===== src/hw/rtl/assert_macros.svh =====
// Assertion helpers shared by the allocator modules.
// Each expects i_clk and i_rst_n in scope.
`ifndef ASSERT_MACROS_SVH
`define ASSERT_MACROS_SVH

// Same-cycle implication
`define A_IMPL(lbl, a, c) \
    lbl: assert property (@(posedge i_clk) disable iff (!i_rst_n) (a) |-> (c)) \
        else $error("same-cycle check failed");

// Next-cycle implication
`define A_NEXT(lbl, a, c) \
    lbl: assert property (@(posedge i_clk) disable iff (!i_rst_n) (a) |=> (c)) \
        else $error("next-cycle check failed");

`endif


===== src/hw/rtl/ffal_pkg.sv =====
`timescale 1ns / 1ps
package ffal_pkg;

    localparam int DEF_MAX_RANGES  = 64;
    localparam int DEF_OFFSET_BITS = 32;
    localparam int CNT_W           = 32;
    localparam int ALIGN_W         = 17;

    localparam logic ACT_ALLOC = 1'b0;
    localparam logic ACT_FREE  = 1'b1;

    typedef enum logic [1:0] {
        ST_OK     = 2'd0,
        ST_NOFIT  = 2'd1,
        ST_FULL   = 2'd2,
        ST_ZALIGN = 2'd3
    } t_status;

    typedef enum logic [1:0] {
        K_NONE  = 2'd0,
        K_OPEN  = 2'd1,
        K_CLOSE = 2'd2
    } t_kind;

    // Controller to datapath
    typedef struct packed {
        logic    start_op;
        logic    rd_scan;
        logic    latch;
        logic    div_step;
        logic    advance;
        logic    plan;
        logic    sh_rd;
        logic    sh_wr;
        logic    wr0;
        logic    wr1;
        logic    commit;
        t_status code;
    } t_cmd;

    // Datapath to controller
    typedef struct packed {
        logic is_free;
        logic zero_cnt;
        logic zero_align;
        logic at_end;
        logic div_done;
        logic scan_more;
        logic needs_slot;
        logic full;
        logic sh_done;
    } t_stat;

endpackage


===== src/hw/rtl/ffal_ctrl.sv =====
`timescale 1ns / 1ps
`include "assert_macros.svh"
module ffal_ctrl (
    input  logic             i_clk,
    input  logic             i_rst_n,
    input  logic             i_start,
    output logic             o_busy,
    input  ffal_pkg::t_stat  i_stat,
    output ffal_pkg::t_cmd   o_cmd
);

    typedef enum logic [10:0] {
        S_IDLE = 11'b00000000001,
        S_CHK  = 11'b00000000010,
        S_RD   = 11'b00000000100,
        S_LAT  = 11'b00000001000,
        S_DIV  = 11'b00000010000,
        S_EVAL = 11'b00000100000,
        S_SHRD = 11'b00001000000,
        S_SHWR = 11'b00010000000,
        S_WR0  = 11'b00100000000,
        S_WR1  = 11'b01000000000,
        S_DONE = 11'b10000000000
    } t_state;

    t_state            r_state, n_state;
    ffal_pkg::t_status r_code, n_code;

    assign o_busy = (r_state != S_IDLE);

    // Sequence one request
    always_comb begin
        n_state = r_state;
        n_code  = r_code;
        o_cmd   = '0;
        unique case (r_state)
            S_IDLE: begin
                if (i_start) begin
                    o_cmd.start_op = 1'b1;
                    n_state        = S_CHK;
                end
            end
            S_CHK: begin
                if (i_stat.zero_cnt) begin
                    n_code  = ffal_pkg::ST_OK;
                    n_state = S_DONE;
                end else if (!i_stat.is_free && i_stat.zero_align) begin
                    n_code  = ffal_pkg::ST_ZALIGN;
                    n_state = S_DONE;
                end else begin
                    n_state = S_RD;
                end
            end
            S_RD: begin
                if (i_stat.at_end) begin
                    if (i_stat.is_free) begin
                        n_state = S_EVAL;
                    end else begin
                        n_code  = ffal_pkg::ST_NOFIT;
                        n_state = S_DONE;
                    end
                end else begin
                    o_cmd.rd_scan = 1'b1;
                    n_state       = S_LAT;
                end
            end
            S_LAT: begin
                o_cmd.latch = 1'b1;
                n_state     = i_stat.is_free ? S_EVAL : S_DIV;
            end
            S_DIV: begin
                if (i_stat.div_done) begin
                    n_state = S_EVAL;
                end else begin
                    o_cmd.div_step = 1'b1;
                end
            end
            S_EVAL: begin
                if (i_stat.scan_more) begin
                    o_cmd.advance = 1'b1;
                    n_state       = S_RD;
                end else if (i_stat.needs_slot && i_stat.full) begin
                    n_code  = ffal_pkg::ST_FULL;
                    n_state = S_DONE;
                end else begin
                    o_cmd.plan = 1'b1;
                    n_code     = ffal_pkg::ST_OK;
                    n_state    = S_SHRD;
                end
            end
            S_SHRD: begin
                if (i_stat.sh_done) begin
                    n_state = S_WR0;
                end else begin
                    o_cmd.sh_rd = 1'b1;
                    n_state     = S_SHWR;
                end
            end
            S_SHWR: begin
                o_cmd.sh_wr = 1'b1;
                n_state     = S_SHRD;
            end
            S_WR0: begin
                o_cmd.wr0 = 1'b1;
                n_state   = S_WR1;
            end
            S_WR1: begin
                o_cmd.wr1 = 1'b1;
                n_state   = S_DONE;
            end
            S_DONE: begin
                o_cmd.commit = 1'b1;
                o_cmd.code   = r_code;
                n_state      = S_IDLE;
            end
            default: begin
                n_state = S_IDLE;
            end
        endcase
    end

    // Hold state
    always_ff @(posedge i_clk) begin
        if (!i_rst_n) begin
            r_state <= S_IDLE;
            r_code  <= ffal_pkg::ST_OK;
        end else begin
            r_state <= n_state;
            r_code  <= n_code;
        end
    end

    `A_NEXT(a_accept_busy, i_start && !o_busy, o_busy)
    `A_NEXT(a_done_idle, r_state == S_DONE, r_state == S_IDLE)

endmodule


===== config.mk =====
export PLATFORM = sky130hd
export DESIGN_NAME = ffal_ctrl
export DESIGN_NICKNAME = d
export VERILOG_FILES = /design/src/hw/rtl/ffal_pkg.sv /design/src/hw/rtl/ffal_ctrl.sv
export VERILOG_INCLUDE_DIRS = /design/src /design/src/hw/rtl
export SDC_FILE = /design/constraint.sdc
export NUM_CORES = 1
export LEC_CHECK = 0
export BUFFER_PORTS_ARGS = -buffer_cell sky130_fd_sc_hd__buf_2
export CORE_UTILIZATION = 37
export DETAILED_ROUTE_END_ITERATION = 12
export SLEW_MARGIN = 20
export SYNTH_ARGS = -nofsm -noshare
export SYNTH_HDL_FRONTEND = slang
export SYNTH_SLANG_ARGS = --single-unit

===== constraint.sdc =====
create_clock -name i_clk -period 2.25 [get_ports i_clk]
set_input_delay 0.5625 -clock i_clk [delete_from_list [all_inputs] [get_ports i_clk]]
set_output_delay 0.5625 -clock i_clk [all_outputs]
set_load 0.01 [all_outputs]

# Yosys cells after proc, flatten, opt, wreduce, memory -nomap -nowiden

Cells that the tools add are included.

Memories kept: 0
Output and inout bits: 14
Bits in latches: 0
Bits in writable memories: 0
Flip-flop bits (word level): 13
Memory bits (read-only): 0

Multiplexer cells: 35
Equality and inequality tests: 18
Magnitude comparators: 0
Reduce and logical (&&, ||, !) cells: 6
Bitwise operators: 0
Multipliers: 0
Add/subtract/negate cells: 0
Shift-type cells: 0
Div/mod/pow operators: 0

Operators by type and width:

| cell                                                               | count |
|---|---|
| 11-bit one-hot mux with 10 select lines                            | 1 |
| 11-bit 2-to-1 mux                                                  | 8 |
| 1-bit 2-to-1 mux                                                   | 15 |
| 2-bit 2-to-1 mux                                                   | 7 |
| 11-bit by 1-bit == test with 1-bit output (second input constant)  | 1 |
| 11-bit by 10-bit == test with 1-bit output (second input constant) | 1 |
| 11-bit == test (second input constant)                             | 1 |
| 11-bit by 2-bit == test with 1-bit output (second input constant)  | 1 |
| 11-bit by 3-bit == test with 1-bit output (second input constant)  | 1 |
| 11-bit by 4-bit == test with 1-bit output (second input constant)  | 1 |
| 11-bit by 5-bit == test with 1-bit output (second input constant)  | 1 |
| 11-bit by 6-bit == test with 1-bit output (second input constant)  | 1 |
| 11-bit by 7-bit == test with 1-bit output (second input constant)  | 1 |
| 11-bit by 8-bit == test with 1-bit output (second input constant)  | 1 |
| 11-bit by 9-bit == test with 1-bit output (second input constant)  | 1 |
| 11-bit by 1-bit != test with 1-bit output (second input constant)  | 1 |
| 2-bit != test (second input constant)                              | 5 |
| 9-bit 2-to-1 mux                                                   | 1 |
| 6-bit 2-to-1 mux                                                   | 1 |
| 2-bit one-hot mux with 3 select lines                              | 1 |
| 5-bit AND reduction                                                | 1 |
| 3-bit 2-to-1 mux                                                   | 1 |
| 3-bit != test (second input constant)                              | 1 |
| 3-bit nonzero test                                                 | 1 |
| 3 further kinds                                                    | 4 |

# Longest topological paths before layout

Depth after elaboration: 5
Gate-level depth with buffers: 6
Gate-level depth less buffers: 5

# Worst setup path before layout

No wires, ideal clock.

Path type: reg-to-output
Start: register r_state[5]
End: output o_cmd[0] (netlist name)
Stages on the path, launching flop included: 6
Arrival: 1.715 ns
Path buffers: 1
Required time: 1.688 ns
Setup slack: -0.027 ns
Path through: dfxtp_1 -> buf_6 -> nor4_1 -> nand2_1 -> nor4b_1 -> and2_1

RTL lines:

| element                | RTL line         | text |
|---|---|---|
| from (decl)            | ffal_ctrl.sv:26  | `t_state r_state, n_state;` |
| from (signal assigned) | ffal_ctrl.sv:128 | `r_state <= n_state;` |
| to (decl)              | ffal_ctrl.sv:9   | `output ffal_pkg::t_cmd o_cmd` |

==> run metrics <==
Crit path max-delay family simple AND/OR/NAND/NOR gates; clock network power share just under 30%; core region area 0.00230 mm2; fin util about three fifths; total track usage 21.2%; clock root cell clkbuf_4; Hold-fix buffers, CTS 0; Vias 1,080; sequential area share after synthesis between 20% and 30%; Hold Crit Class input port to flop; largest net degree at the start of global routing 10; EDFF count, synth 0; worst setup margin -0.162 ns; WL final around 2800 um; commonest non-fill, non-tap cell in the layout buf_2; via-per-instance ratio roughly 5.6; Final ANT Viol Nets 0; hold_ws between 0.4 and 0.5 ns; Placer Congestion between 0.8 and 0.9; critical-path cell list nor4_2, buf_4, nand2_1, nor4b_4, and2_1, buf_2; Mean Syn Cell Area around 7.8 um2; cts bufs inserted 3; Post-Layout Inst Area 0.00134 mm2; Synthesized Nets ~130; Ports 26; asr flop ratio synth 0%; Comb pwr share a little under a quarter; Lkg Pwr 0.000612 uW; net switching fraction of the power between 30% and 40%; Final Skew 0.00110 ns; I/O Buffers 25; crit share post-route 107%; post-route DRC violation count 0; CP arrival between 1.5 and 2 ns; Internal ~360 uW; startpoint types flop; Sink Count 13; first-pass GRT wire length between 4000 and 5000 um; outcome finished with violations; H-tree Lvls 1; DRT Pass-1 Iters 4; vias in the first global route 940; failing checks negative setup slack; VDD IR max 0.000287 V; Syn Inst Count roughly 120; fmax slightly above 400 MHz; RSZ-0062 raised after global routing yes; First DRT Iteration DRCs 46; Area Growth Syn to Fin 43.9%; Pwr Density around 390 mW/mm2; dominant synthesized flop cell dfxtp_1; synthesized flop and latch total 13; Clock Path Buffers 2; MaxCap Viol Count 0; DIE AREA 0.00271 mm2; Starting Density a little over 40%; critical path required time 1.69 ns; relative slew slack 74.5%; final net count about 180; fraction of layout cells with a size suffix above 1 46.3%; num rows 17; placed inst area between 0.001 and 0.0015 mm2; post-DP HPWL around 2000 um; most frequent cells in the layout buf_2 (25), buf_4 (23), nor2_1 (11), nor3_1 (9), nand2_1 (7); switching power total ~160 uW; initial antenna violation count 0; CP Max Fanout 7; CTS tree done; Final setup violation count 8; Worst-path clk slew 0.08 ns; Die Y-Extent between 50 and 60 um; cell area after synthesis 928 um2; pins over their slew limit 0; GR Overflow Total 0; WL/cell 14.6 um; Netlist cell types 38; Critical path buffers and inverters 2; actual slew at the worst max-slew pin 0.382 ns; minimum clock period 2.41 ns; Setup crit end kind primary output; Crit Path Class flop to primary output; max incr delay on CP between 0.3 and 0.4 ns; Synth warnings 0; die width roughly 52 um; final hold violations 0; part of the power in registers about 47%; Worst-Skew Late Latency 0.29 ns; Max stage delay cell, worst path dfxtp_4; antenna cells 0
[power by group through the flow]
stage	clock [uW]	sequential, uW	combinational (uW)
floorplan	0	245	62.4
global placement	0	247	98.1
detailed placement	0	248	100
CTS	157	241	109
global route	169	244	131
finish	155	243	121
[synth_stat cells (2+ instances only)]
cell	instances	area [um2]
nand2b_1	3	18.8
o221ai_1	2	17.5
or4_4	3	33.8
o21ai_0	6	30.0
nor4_1	4	25.0
xor2_1	3	26.3
nor2_2	2	12.5
and2_1	4	25.0
a21oi_1	5	25.0
dfxtp_1	13	260
nor4b_1	4	35.0
and4_1	2	17.5
or3_1	2	12.5
a211oi_1	2	15.0
buf_6	2	22.5
nand4_1	2	12.5
inv_1	4	15.0
nand2_1	8	30.0
nand3_1	4	20.0
o211ai_1	2	15.0
o21a_1	4	30.0
nor2_1	11	41.3
nor3_1	9	45.0
buf_2	4	20.0
[path summary, 6_finish.rpt]
check	startpoint	endpoint	slack, ns	cells after the start
worst max-delay path	r_state[0]	o_cmd[1]	-0.16	6
worst min-delay path	i_stat[5]	r_state[3]	0.47	2
worst max register to register	r_state[4]	r_state[0]	0.31	5
worst min register to register	r_code[1]	r_code[1]	0.52	2
[cell type report]
class / instances / area, um2
well taps: 28 / 35.0
repair buffers: 48 / 298
clock buffers: 4 / 26.3
fillers: 217 / 961
multi-input cells: 95 / 684
flip-flops and latches: 13 / 278
inverters: 4 / 15.0
[state kept, by name (all words and copies together), names as in the netlist]
| signal | cells |
|---|---|
| r_code | 2 |
| r_state | 11 |
[cells by family after synthesis]
group	Yosys count	synth area share [%]
simple gates	64	41.5
compound gates	26	18.9
flops	13	28.0
buf+inv	11	6.60
xor+xnor	4	3.77
mux	1	1.21
[metrics by stage]
| stage | setup WS [ns] | setup TNS (ns) | cells | power (uW) |
|---|---|---|---|---|
| after detailed placement | 0.0459 | 0 | 177 | 348 |
| after floorplan | 0.162 | 0 | 119 | 308 |
| final | -0.162 | -0.950 | 192 | 519 |
| after global routing | -0.235 | -1.71 | 192 | 543 |
| after global placement | 0.109 | 0 | 177 | 346 |
| after CTS | -0.154 | -0.888 | 185 | 507 |
[metal layers]
layer | part of all wire [%] | vias to the layer above | global-route usage, %
met5 | 0 | - | 0
met4 | 0.75 | 0 | 4.95
met3 | 6.8 | 4 | 6.14
met2 | 49 | 44 | 34.8
met1 | 43 | 502 | 26.9
li1 | - | 530 | -
[repair_timing]
action	in CTS	in global routing
endpoints found under the setup margin	13	11
setup buffers	4	7
pin swaps	6	5
gates resized for setup	16	7
Power figures use the tool's default switching activity.
